[src/hw/rtl/vsl_pkg.sv]
package vsl_pkg;

    // Coordinate format
    localparam int COORD_W   = 32;
    localparam int FRAC_BITS = 16;

    // Register and field widths
    localparam int SPEED_W = 24;
    localparam int SNAP_W  = 16;
    localparam int DT_W    = 16;
    localparam int REQ_W   = 2;

    // Datapath widths
    localparam int MAG_W   = COORD_W + 1;            // |goal - pos|
    localparam int LO_W    = MAG_W / 2;              // low half for squaring
    localparam int HI_W    = MAG_W - LO_W;
    localparam int STEP_SH = 32 - FRAC_BITS;         // Q.32 product down to coordinate LSBs
    localparam int STEP_W  = SPEED_W + DT_W - STEP_SH;
    localparam int PROD_W  = MAG_W + STEP_W;
    localparam int SUM_W   = 2 * MAG_W;              // sum of three squares fits
    localparam int ROOT_W  = SUM_W / 2;
    localparam int REM_W   = ROOT_W + 2;
    localparam int CS_W    = REM_W + 2;
    localparam int ITER_N  = ROOT_W;
    localparam int CNT_W   = $clog2(ITER_N + 1);
    localparam int SQ_LAST = 6;                      // six half products, then the step product

    localparam logic [SNAP_W-1:0] SNAP_RESET = SNAP_W'(66);

    // Request codes
    localparam logic [REQ_W-1:0] REQ_TICK = 2'd0;
    localparam logic [REQ_W-1:0] REQ_SET  = 2'd1;
    localparam logic [REQ_W-1:0] REQ_SNAP = 2'd2;

    // Register indexes
    localparam logic CFG_SPEED = 1'b0;
    localparam logic CFG_SNAP  = 1'b1;

    typedef struct packed {
        logic [REQ_W-1:0]          req_type;
        logic [DT_W-1:0]           delta_time;
        logic signed [COORD_W-1:0] target_x;
        logic signed [COORD_W-1:0] target_y;
        logic signed [COORD_W-1:0] target_z;
    } t_in_item;

    typedef struct packed {
        logic signed [COORD_W-1:0] pos_x;
        logic signed [COORD_W-1:0] pos_y;
        logic signed [COORD_W-1:0] pos_z;
        logic                      arrived;
    } t_out_item;

endpackage

[src/hw/rtl/vsl_mul.sv]
module vsl_mul (
    input  logic                       i_clk,
    input  logic [vsl_pkg::MAG_W-1:0]  i_a,
    input  logic [vsl_pkg::STEP_W-1:0] i_b,
    output logic [vsl_pkg::PROD_W-1:0] o_p
);

    // Registered product
    always_ff @(posedge i_clk) begin
        o_p <= vsl_pkg::PROD_W'(i_a) * vsl_pkg::PROD_W'(i_b);
    end

endmodule

[src/hw/rtl/vsl_cmpsub.sv]
module vsl_cmpsub (
    input  logic [vsl_pkg::CS_W-1:0] i_a,
    input  logic [vsl_pkg::CS_W-1:0] i_b,
    output logic                     o_ge,
    output logic [vsl_pkg::CS_W-1:0] o_diff
);

    logic [vsl_pkg::CS_W:0] w_sub;

    // One restoring step: borrow out of a - b decides the result bit
    assign w_sub  = {1'b0, i_a} - {1'b0, i_b};
    assign o_ge   = ~w_sub[vsl_pkg::CS_W];
    assign o_diff = w_sub[vsl_pkg::CS_W-1:0];

endmodule

[src/hw/rtl/vector_slew_limiter_3d_unit.sv]
// Vector slew limiter, 3D: moves a stored position towards a stored target at
// a bounded speed, signed Q16.16 coordinates.
// Input channel (i_in_valid / o_in_stall, payload i_in_data): a transaction is
// taken when valid is high and stall is low. A tick computes the step
// (move_speed * delta_time) and the distance to the target, then snaps to the
// target or moves along the difference by step / distance. Set-target and snap
// transactions load the target, or target and position.
// Output channel (o_out_valid / i_out_stall, payload o_out_data): exactly one
// result per input transaction: the position after it and the arrived flag.
// Config channel (i_cfg_valid / o_cfg_ready): index 0 move_speed, 1 snap_distance;
// write only while the block is idle.
// Sequence: set-target, snap and unknown requests go straight to the output
// register. A tick squares the magnitudes, forms the step on the multiplier
// and takes the root; one that snaps or holds stops there, one that moves then
// runs a product and a divide per axis, paced by the one shared compare-subtract
// unit (one root or quotient bit per cycle) and the one multiplier. One
// transaction is in work at a time; o_in_stall is high until its result is
// loaded. A stalled result waits in the output register; the next input may be
// taken meanwhile, and its result is held back until the register is free.
// Reset clears position and target to zero, move_speed to 0, snap_distance to 66.
module vector_slew_limiter_3d_unit (
    input  logic                       i_clk,
    input  logic                       i_rst_n,
    input  logic                       i_in_valid,
    output logic                       o_in_stall,
    input  vsl_pkg::t_in_item          i_in_data,
    output logic                       o_out_valid,
    input  logic                       i_out_stall,
    output vsl_pkg::t_out_item         o_out_data,
    input  logic                       i_cfg_valid,
    output logic                       o_cfg_ready,
    input  logic                       i_cfg_index,
    input  logic [vsl_pkg::SPEED_W-1:0] i_cfg_data
);

    // Sequencer codes
    localparam logic [3:0] S_IDLE   = 4'd0;
    localparam logic [3:0] S_SQ     = 4'd1;
    localparam logic [3:0] S_STEP   = 4'd2;
    localparam logic [3:0] S_SQRT   = 4'd3;
    localparam logic [3:0] S_DECIDE = 4'd4;
    localparam logic [3:0] S_PROD   = 4'd5;
    localparam logic [3:0] S_DIVLD  = 4'd6;
    localparam logic [3:0] S_DIV    = 4'd7;
    localparam logic [3:0] S_APPLY  = 4'd8;
    localparam logic [3:0] S_OUT    = 4'd9;

    localparam int CW = vsl_pkg::COORD_W;

    logic [3:0]                    r_state;
    logic [CW-1:0]                 r_cur [3];
    logic [CW-1:0]                 r_goal [3];
    logic [vsl_pkg::SPEED_W-1:0]   r_speed;
    logic [vsl_pkg::SNAP_W-1:0]    r_snap;
    logic [vsl_pkg::MAG_W-1:0]     r_mag [3];
    logic [2:0]                    r_neg;
    logic [vsl_pkg::DT_W-1:0]      r_dt;
    logic [vsl_pkg::STEP_W-1:0]    r_step;
    logic [vsl_pkg::SUM_W-1:0]     r_sum;
    logic [vsl_pkg::REM_W-1:0]     r_rem;
    logic [vsl_pkg::ROOT_W-1:0]    r_root;
    logic [vsl_pkg::ROOT_W-1:0]    r_dvd;
    logic [vsl_pkg::ROOT_W-1:0]    r_quot;
    logic [vsl_pkg::CNT_W-1:0]     r_cnt;
    logic [1:0]                    r_axis;
    logic                          r_out_valid;
    vsl_pkg::t_out_item            r_out;

    logic                          w_in_fire;
    logic                          w_out_free;
    logic [1:0]                    w_mag_idx;
    logic [vsl_pkg::MAG_W-1:0]     w_mag;
    logic [vsl_pkg::MAG_W-1:0]     w_mul_a;
    logic [vsl_pkg::STEP_W-1:0]    w_mul_b;
    logic [vsl_pkg::PROD_W-1:0]    w_prod;
    logic [vsl_pkg::SUM_W-1:0]     w_sq_term;
    logic [vsl_pkg::CS_W-1:0]      w_cs_a;
    logic [vsl_pkg::CS_W-1:0]      w_cs_b;
    logic                          w_cs_ge;
    logic [vsl_pkg::CS_W-1:0]      w_cs_diff;
    logic [vsl_pkg::CS_W-1:0]      w_sqrt_r;
    logic [vsl_pkg::CS_W-1:0]      w_div_r;
    logic [CW-1:0]                 w_tgt [3];
    logic [CW:0]                   w_diff [3];
    logic [CW+1:0]                 w_moved;
    logic                          w_snap_hit;
    logic [3:0]                    n_state;

    assign o_cfg_ready = 1'b1;
    assign o_in_stall  = (r_state != S_IDLE);
    assign w_in_fire   = i_in_valid && (r_state == S_IDLE);
    assign w_out_free  = !r_out_valid || !i_out_stall;
    assign o_out_valid = r_out_valid;
    assign o_out_data  = r_out;

    assign w_tgt[0] = i_in_data.target_x;
    assign w_tgt[1] = i_in_data.target_y;
    assign w_tgt[2] = i_in_data.target_z;

    // Signed difference goal - position per axis, one bit wider
    always_comb begin
        for (int k = 0; k < 3; k++) begin
            w_diff[k] = {r_goal[k][CW-1], r_goal[k]} - {r_cur[k][CW-1], r_cur[k]};
        end
    end

    // Axis pick for the multiplier: squaring walks axes by counter, product by r_axis
    assign w_mag_idx = (r_state == S_SQ) ? r_cnt[2:1] : r_axis;

    always_comb begin
        case (w_mag_idx)
            2'd0:    w_mag = r_mag[0];
            2'd1:    w_mag = r_mag[1];
            2'd2:    w_mag = r_mag[2];
            default: w_mag = '0;
        endcase
    end

    always_comb begin
        w_mul_a = '0;
        w_mul_b = '0;
        case (r_state)
            S_SQ: begin
                if (r_cnt < vsl_pkg::CNT_W'(vsl_pkg::SQ_LAST)) begin
                    w_mul_a = w_mag;
                    if (r_cnt[0]) begin
                        w_mul_b = vsl_pkg::STEP_W'(w_mag[vsl_pkg::MAG_W-1:vsl_pkg::LO_W]);
                    end else begin
                        w_mul_b = vsl_pkg::STEP_W'(w_mag[vsl_pkg::LO_W-1:0]);
                    end
                end else begin
                    w_mul_a = vsl_pkg::MAG_W'(r_speed);
                    w_mul_b = vsl_pkg::STEP_W'(r_dt);
                end
            end
            S_PROD: begin
                w_mul_a = w_mag;
                w_mul_b = r_step;
            end
            default: begin
                w_mul_a = '0;
                w_mul_b = '0;
            end
        endcase
    end

    vsl_mul u_mul (
        .i_clk (i_clk),
        .i_a   (w_mul_a),
        .i_b   (w_mul_b),
        .o_p   (w_prod)
    );

    // Product issued last cycle: odd counts were high halves, weight 2^LO_W
    always_comb begin
        if (r_cnt[0]) begin
            w_sq_term = vsl_pkg::SUM_W'(w_prod);
        end else begin
            w_sq_term = vsl_pkg::SUM_W'(w_prod) << vsl_pkg::LO_W;
        end
    end

    // Shared compare-subtract: root digits and quotient bits
    assign w_sqrt_r = {r_rem, r_sum[vsl_pkg::SUM_W-1 -: 2]};
    assign w_div_r  = vsl_pkg::CS_W'({r_rem[vsl_pkg::ROOT_W-1:0], r_dvd[vsl_pkg::ROOT_W-1]});

    always_comb begin
        if (r_state == S_SQRT) begin
            w_cs_a = w_sqrt_r;
            w_cs_b = vsl_pkg::CS_W'({r_root, 2'b01});
        end else begin
            w_cs_a = w_div_r;
            w_cs_b = vsl_pkg::CS_W'(r_root);
        end
    end

    vsl_cmpsub u_cmpsub (
        .i_a    (w_cs_a),
        .i_b    (w_cs_b),
        .o_ge   (w_cs_ge),
        .o_diff (w_cs_diff)
    );

    assign w_snap_hit = (r_root <= vsl_pkg::ROOT_W'(r_snap)) ||
                        (r_root <= vsl_pkg::ROOT_W'(r_step));

    // Apply signed move on the current axis
    always_comb begin
        if (r_neg[r_axis]) begin
            w_moved = {{2{r_cur[r_axis][CW-1]}}, r_cur[r_axis]} - {1'b0, r_quot};
        end else begin
            w_moved = {{2{r_cur[r_axis][CW-1]}}, r_cur[r_axis]} + {1'b0, r_quot};
        end
    end

    always_comb begin
        n_state = r_state;
        case (r_state)
            S_IDLE: begin
                if (w_in_fire) begin
                    n_state = (i_in_data.req_type == vsl_pkg::REQ_TICK) ? S_SQ : S_OUT;
                end
            end
            S_SQ: begin
                if (r_cnt == vsl_pkg::CNT_W'(vsl_pkg::SQ_LAST)) begin
                    n_state = S_STEP;
                end
            end
            S_STEP:   n_state = S_SQRT;
            S_SQRT: begin
                if (r_cnt == vsl_pkg::CNT_W'(vsl_pkg::ITER_N - 1)) begin
                    n_state = S_DECIDE;
                end
            end
            S_DECIDE: n_state = (w_snap_hit || (r_step == '0)) ? S_OUT : S_PROD;
            S_PROD:   n_state = S_DIVLD;
            S_DIVLD:  n_state = S_DIV;
            S_DIV: begin
                if (r_cnt == vsl_pkg::CNT_W'(vsl_pkg::ITER_N - 1)) begin
                    n_state = S_APPLY;
                end
            end
            S_APPLY:  n_state = (r_axis == 2'd2) ? S_OUT : S_PROD;
            S_OUT: begin
                if (w_out_free) begin
                    n_state = S_IDLE;
                end
            end
            default:  n_state = S_IDLE;
        endcase
    end

    // Control and architectural state
    always_ff @(posedge i_clk) begin
        if (!i_rst_n) begin
            r_state     <= S_IDLE;
            r_speed     <= '0;
            r_snap      <= vsl_pkg::SNAP_RESET;
            r_out_valid <= 1'b0;
            for (int k = 0; k < 3; k++) begin
                r_cur[k]  <= '0;
                r_goal[k] <= '0;
            end
        end else begin
            r_state <= n_state;

            if (i_cfg_valid && o_cfg_ready) begin
                case (i_cfg_index)
                    vsl_pkg::CFG_SPEED: r_speed <= i_cfg_data;
                    vsl_pkg::CFG_SNAP:  r_snap  <= i_cfg_data[vsl_pkg::SNAP_W-1:0];
                    default:            r_speed <= r_speed;
                endcase
            end

            // Load targets on set and snap
            if (w_in_fire) begin
                if (i_in_data.req_type == vsl_pkg::REQ_SET ||
                    i_in_data.req_type == vsl_pkg::REQ_SNAP) begin
                    for (int k = 0; k < 3; k++) begin
                        r_goal[k] <= w_tgt[k];
                        if (i_in_data.req_type == vsl_pkg::REQ_SNAP) begin
                            r_cur[k] <= w_tgt[k];
                        end
                    end
                end
            end

            if (r_state == S_DECIDE && w_snap_hit) begin
                for (int k = 0; k < 3; k++) begin
                    r_cur[k] <= r_goal[k];
                end
            end

            if (r_state == S_APPLY) begin
                r_cur[r_axis] <= w_moved[CW-1:0];
            end

            // Output register: drop when taken, load the finished result
            if (r_state == S_OUT && w_out_free) begin
                r_out_valid <= 1'b1;
            end else if (!i_out_stall) begin
                r_out_valid <= 1'b0;
            end
        end
    end

    // Work registers, no reset needed
    always_ff @(posedge i_clk) begin
        case (r_state)
            S_IDLE: begin
                r_cnt  <= '0;
                r_sum  <= '0;
                r_axis <= 2'd0;
                r_dt   <= i_in_data.delta_time;
                for (int k = 0; k < 3; k++) begin
                    r_neg[k] <= w_diff[k][CW];
                    r_mag[k] <= w_diff[k][CW] ? (vsl_pkg::MAG_W'(0) - w_diff[k]) : w_diff[k];
                end
            end
            S_SQ: begin
                if (r_cnt != '0) begin
                    r_sum <= r_sum + w_sq_term;
                end
                r_cnt <= r_cnt + vsl_pkg::CNT_W'(1);
            end
            S_STEP: begin
                r_step <= w_prod[vsl_pkg::STEP_SH +: vsl_pkg::STEP_W];
                r_cnt  <= '0;
                r_rem  <= '0;
                r_root <= '0;
            end
            S_SQRT: begin
                r_rem  <= w_cs_ge ? w_cs_diff[vsl_pkg::REM_W-1:0]
                                  : w_sqrt_r[vsl_pkg::REM_W-1:0];
                r_root <= {r_root[vsl_pkg::ROOT_W-2:0], w_cs_ge};
                r_sum  <= r_sum << 2;
                r_cnt  <= r_cnt + vsl_pkg::CNT_W'(1);
            end
            S_DIVLD: begin
                r_rem  <= vsl_pkg::REM_W'(w_prod[vsl_pkg::PROD_W-1:vsl_pkg::ROOT_W]);
                r_dvd  <= w_prod[vsl_pkg::ROOT_W-1:0];
                r_quot <= '0;
                r_cnt  <= '0;
            end
            S_DIV: begin
                r_rem  <= w_cs_ge ? w_cs_diff[vsl_pkg::REM_W-1:0]
                                  : w_div_r[vsl_pkg::REM_W-1:0];
                r_quot <= {r_quot[vsl_pkg::ROOT_W-2:0], w_cs_ge};
                r_dvd  <= r_dvd << 1;
                r_cnt  <= r_cnt + vsl_pkg::CNT_W'(1);
            end
            S_APPLY: begin
                r_axis <= r_axis + 2'd1;
            end
            S_OUT: begin
                if (w_out_free) begin
                    r_out.pos_x   <= r_cur[0];
                    r_out.pos_y   <= r_cur[1];
                    r_out.pos_z   <= r_cur[2];
                    r_out.arrived <= (r_cur[0] == r_goal[0]) && (r_cur[1] == r_goal[1]) &&
                                     (r_cur[2] == r_goal[2]);
                end
            end
            default: begin
                r_cnt <= r_cnt;
            end
        endcase
    end

    // An accepted transaction blocks the input until its result is loaded
    a_busy_after_accept: assert property (@(posedge i_clk) disable iff (!i_rst_n)
        w_in_fire |=> o_in_stall)
        else $error("input not stalled after accepting a transaction");

    // Restoring root: partial remainder never exceeds twice the partial root
    a_sqrt_rem: assert property (@(posedge i_clk) disable iff (!i_rst_n)
        (r_state == S_SQRT) |-> (r_rem <= vsl_pkg::REM_W'({r_root, 1'b0})))
        else $error("root remainder out of range");

    // Restoring divide: remainder stays below the distance
    a_div_rem: assert property (@(posedge i_clk) disable iff (!i_rst_n)
        (r_state == S_DIV) |-> (r_rem < vsl_pkg::REM_W'(r_root)))
        else $error("divide remainder not below divisor");

    // A move never exceeds the remaining difference on its axis
    a_no_overshoot: assert property (@(posedge i_clk) disable iff (!i_rst_n)
        (r_state == S_APPLY) |-> (r_quot <= w_mag))
        else $error("move larger than distance on axis");

endmodule
[config.mk]
export PLATFORM = sky130hd
export DESIGN_NAME = vector_slew_limiter_3d_unit
export DESIGN_NICKNAME = d
export VERILOG_FILES = /design/src/hw/rtl/vsl_pkg.sv /design/src/hw/rtl/vsl_mul.sv /design/src/hw/rtl/vsl_cmpsub.sv /design/src/hw/rtl/vector_slew_limiter_3d_unit.sv
export SDC_FILE = /design/constraint.sdc
export NUM_CORES = 2
export LEC_CHECK = 0
export BUFFER_PORTS_ARGS = -buffer_cell sky130_fd_sc_hd__buf_2
export CAP_MARGIN = 20
export CORE_ASPECT_RATIO = 0.5
export CORE_MARGIN = 2
export CORE_UTILIZATION = 55
export CTS_BUF_LIST = sky130_fd_sc_hd__clkbuf_16
export CTS_CLUSTER_SIZE = 8
export DETAILED_ROUTE_END_ITERATION = 8
export GPL_TIMING_DRIVEN = 0
export PLACE_DENSITY = 0.74
export SLEW_MARGIN = 20
export SYNTH_ARGS = -nofsm -noshare
export SYNTH_HDL_FRONTEND = slang
export SYNTH_SLANG_ARGS = --single-unit
export TNS_END_PERCENT = 50
[constraint.sdc]
create_clock -name i_clk -period 14.62 [get_ports i_clk]
set_clock_uncertainty 0.05 [all_clocks]
set_input_delay 3.655 -clock i_clk [delete_from_list [all_inputs] [get_ports i_clk]]
set_output_delay 3.655 -clock i_clk [all_outputs]
set_load 0.005 [all_outputs]
==> impl_summary.md <==
Run status
The flow ran to the end, and the final reports show no timing, DRC or antenna violations.

Synthesis
By area the synthesized netlist is led by sky130_fd_sc_hd__edfxtp_1, sky130_fd_sc_hd__fa_1, sky130_fd_sc_hd__ha_1. In this run, synthesis inferred 670 flip-flops with an integrated enable. The total standard cell area after synthesis is roughly 0.073 sq mm. A synthesized cell averages between 9 and 10 sq um. The synthesized netlist devotes 26.68% of its cell area to adder and majority cells. Of the post-synthesis cell area, the dominant cell type holds 27.49%. The count of cell types in the netlist is about 110. The multiplexer area fraction after synthesis is roughly 2.3%. The Yosys step of the flow raised 0 warnings.

Summing the areas of all xor and xnor instances in the mapped netlist gives between 4 and 5% of the synthesized area. For this run, asynchronously set or reset flops after synthesis account for 0%. The synthesized netlist devotes between 10% and 20% of its cell area to compound gates. The net count of the mapped netlist is around 9200. The cell type with the largest total area after synthesis is sky130_fd_sc_hd__edfxtp_1. The most used flip-flop cell after synthesis is sky130_fd_sc_hd__edfxtp_1. The combinational family with the most area after synthesis is adder cells. The synthesized flop and latch total is slightly below 800. The number of instances in the synthesized netlist is a little under 8000.

The part of the Yosys area used for sequential elements is between 30% and 40%. The synthesized netlist devotes ~15% of its cell area to simple gates.

Power and ir drop
Per report_power, the clock group accounts for 15.1% of the total. Across the VDD grid, the largest voltage drop is between 0.0002 and 0.00025 V. Of the total power, the share spent switching nets is a little over half. Summed over all cells, the static leakage comes to 35.66 nW. The net switching power figure is 8.299 mW.

The internal power of the cells totals between 7 and 8 mW. The share of total power in combinational logic is 61.0%. In this run the power density over the cells is between 150 and 200 mW/mm^2. The sequential group share of total power is approximately a quarter.

Timing
Based on the critical path, the design can be clocked at up to 75.36 MHz. The count of final hold-check violations is 0. The count of final setup violators is 0. The tightest slew margin relative to the limit is a little over an eighth. Subtracting the final worst setup slack from the clock period gives about 13 ns.

The final number of max-transition violations is 0. The slew of the pin with the lowest slew margin is about 1.3 ns. Setup repair after global routing left no endpoint under its margin. The fraction of the cycle the final worst path needs is 90.76%. The tightest hold path in the finished design has a slack of 0.4053 ns.

Die
The overall die width is ~520 um. The initial standard-cell utilization of the core is 55.55%. The floorplan step defined a die boundary enclosing 0.1362 sq mm. The count of boundary I/O pins is approximately 240. The initialized floorplan defines 94 standard-cell rows. In this run the vertical extent of the chip is 261.9 um. In this run the standard cell core region covers between 0.1 and 0.15 sq mm.

Worst setup path
Across all register-to-register paths, the minimum setup slack is around 1.4 ns. STA classifies the critical path startpoint as a register. The critical path's most frequent cell is sky130_fd_sc_hd__fa_1. The cell depth of the worst flop-to-flop path is 34.

The required time of the critical path is 15.19 ns. The path type of the worst setup path is register to register. The worst setup path is captured at a register. The arrival time of the worst setup path is between 10 and 15 ns. The worst register-to-register path ends at u_mul.o_p[56]. The origin of the critical flop-to-flop path is r_state[2]. The biggest cell delay along the critical path is 1.04 ns. In this run the worst setup path begins at r_state[2].

The slowest stage of the critical path is the sky130_fd_sc_hd__a22oi_1 cell. The most critical setup path has its endpoint at u_mul.o_p[56]. In this run the worst path has a maximum fanout of 10.

Global route
The initial antenna violation count came to 23. The maximum number of pins on one net before global-route repair is 65. The number of global-route vias before repair was approximately 61000. The total global routing track utilization is between 40% and 50%.

The first global-routing pass estimated 415.3 mm of wire. The total overflow left after global routing is 0.

Placed design
Summing all placed instances gives a cell area of 0.07752 sq mm. Port buffering added approximately 240 buffers. At the end of routability-driven placement, the weighted congestion stood at 1.080. After legalization and detailed placement, the total HPWL measured 235.7 mm.

Route
The wire length per cell after detailed routing is between 20 and 30 um. In this run the remaining antenna-violating nets after routing total 0. After detailed routing, the number of vias per cell comes to around 6.3. For this block, the via count after detailed routing is around 64000. Summed over all layers, the routed wires come to 290.1 mm. After detailed routing, the number of remaining DRC violations is 0. The pre-antenna-repair detailed-routing pass consisted of 7 iterations.

The first routing iteration left 8861 violations.

CTS
The number of gates given a new drive strength after cts is 0. The maximum count of clock buffers along a single path is 3. The number of buffers created by CTS is approximately 110.

The clock net in this run drives a total of just under 800 sinks. CTS placed an instance of sky130_fd_sc_hd__clkbuf_16 at the clock tree root. TritonCTS built the clock tree. The clock transition at the registers of the reported paths is about 0.070 ns. For this design, the CTS-stage hold fixing added 0 buffers. The clock insertion delay at the later pin of the skew report is 0.75 ns. The clock tree synthesis step divided the H-tree into 3 levels. Once the clock tree was built, the setup fixing pass inserted 0 buffers.

Cells and area
The share of cells above drive strength 1 is 7.735%. The relative area change from synthesis to final layout is 10.31%. The layout filler cell count is approximately 12000. The finished cells cover 0.08072 sq mm. The area taken by flip-flops and latches is 0.02220 sq mm. The library cell used most frequently in the layout, excluding fill and tap cells, is sky130_fd_sc_hd__inv_1. After the last flow step, the layout net total stands at approximately 9600. In the final layout, the multi-input gates occupy 0.04552 sq mm. The top cell types in the final layout, fill and taps aside, are sky130_fd_sc_hd__inv_1, sky130_fd_sc_hd__nand2_1, sky130_fd_sc_hd__fa_1.

Job
Across the run, the number of max-cap violations was 0.

Min path
The classification of the worst-slack hold path is register to register.
cells by family (layout without fill, tap and decap cells):
family / after synthesis / count (layout)
and+or+nand+nor: 2412 / 2412
AOI/OAI and AO/OA: 1556 / 1556
buffers and inverters: 1481 / 1959
adders and majority gates: 1149 / 1149
DFF: 774 / 774
xor gates and xnor gates: 364 / 364
muxes: 124 / 124
other: 1 / 19
worst max-delay path, delay by kind of cell (launching register included):
kind | cells | cell delay, ns
AOI/OAI and AO/OA | 13 | 4.44
xor gates and xnor gates | 1 | 0.24
adders and majority gates | 8 | 4.21
buffers and inverters | 6 | 1.73
DFF | 1 | 0.34
muxes | 1 | 0.55
and+or+nand+nor | 5 | 1.51
power groups by stage:
stage / Sequential (mW) / Combinational (mW) / Clock, mW
2_1_floorplan: 3.63 / 5.73 / 0
3_3_place_gp: 3.88 / 8.86 / 0
3_5_place_dp: 3.78 / 9.17 / 0
4_1_cts: 3.75 / 9.24 / 2.37
5_1_grt: 3.80 / 10.2 / 2.46
6_report: 3.78 / 9.64 / 2.38
worst min-delay path by stage:
stage | end | depth (start not counted) | start | slack, ns
finish | r_snap[12] | 2 | r_snap[12] | 0.41
CTS | r_snap[3] | 2 | r_snap[3] | 0.41
detailed placement | r_snap[12] | 2 | r_snap[12] | 0.40
global route | r_snap[15] | 2 | r_snap[15] | 0.43
floorplan | r_snap[10] | 2 | r_snap[10] | 0.39
global placement | r_snap[2] | 2 | r_snap[2] | 0.40
layer usage:
metal | vias up | routed length, um | global-route usage [%]
met4 | 12 | 17550 | 21.66
met1 | 31250 | 114300 | 58.25
met5 | - | 241 | 0.6081
li1 | 27330 | - | -
met3 | 753 | 41380 | 13.82
met2 | 4330 | 116600 | 59.99
area by class of cell:
type | instances | area share, %
antenna | 18 | 0.05580
inverter | 1105 | 5.145
timing repair buffer | 304 | 2.469
clock buffer | 108 | 3.348
tap | 1776 | 2.753
clock inverter | 66 | 0.4898
sequential | 774 | 27.50
buffer | 376 | 1.840
multi-input combinational | 5606 | 56.40
cells in the mapped netlist (35+ instances only):
library cell and count:
sky130_fd_sc_hd__a211oi_1 43, sky130_fd_sc_hd__a21o_1 126, sky130_fd_sc_hd__a21oi_1 432, sky130_fd_sc_hd__a22o_1 39
sky130_fd_sc_hd__a22oi_1 100, sky130_fd_sc_hd__a31oi_1 43, sky130_fd_sc_hd__and2_1 183, sky130_fd_sc_hd__and3_1 78
sky130_fd_sc_hd__buf_2 35, sky130_fd_sc_hd__clkbuf_1 310, sky130_fd_sc_hd__dfxtp_1 104, sky130_fd_sc_hd__edfxtp_1 670
sky130_fd_sc_hd__fa_1 686, sky130_fd_sc_hd__ha_1 463, sky130_fd_sc_hd__inv_1 1103, sky130_fd_sc_hd__mux2_2 42
sky130_fd_sc_hd__mux2i_1 50, sky130_fd_sc_hd__nand2_1 1103, sky130_fd_sc_hd__nand2b_1 43, sky130_fd_sc_hd__nand3_1 75
sky130_fd_sc_hd__nand4_1 68, sky130_fd_sc_hd__nor2_1 594, sky130_fd_sc_hd__nor2b_1 59, sky130_fd_sc_hd__nor3_1 71
sky130_fd_sc_hd__o211ai_1 36, sky130_fd_sc_hd__o21a_1 53, sky130_fd_sc_hd__o21ai_0 353, sky130_fd_sc_hd__o21bai_1 48
sky130_fd_sc_hd__xnor2_1 198, sky130_fd_sc_hd__xor2_1 166
flip-flops by register name, indices dropped and copies added (netlist names), 24 cells and up, named ones only:
register	cells
u_mul.o_p	57
r_rem	35
r_dvd	33
r_speed	24
r_step	24
r_mag	99
r_root	33
r_goal	96
r_sum	66
r_cur	128
o_out_data	97
r_quot	32
per-stage QoR:
stage          setup WS, ns  utilization [%]  std cells  total power, mW  setup TNS (ns)
2_1_floorplan         2.397                -       7861            9.365               0
3_3_place_gp         -4.363            58.16       9879            12.74         -287.47
3_5_place_dp          1.817            58.85       9935            12.95               0
4_1_cts               1.733            61.20      10110            15.35               0
5_1_grt               1.189            61.25      10120            16.41               0
6_report              1.351            61.28      10130            15.80               0
No activity file was read; power rests on OpenSTA's default activity.
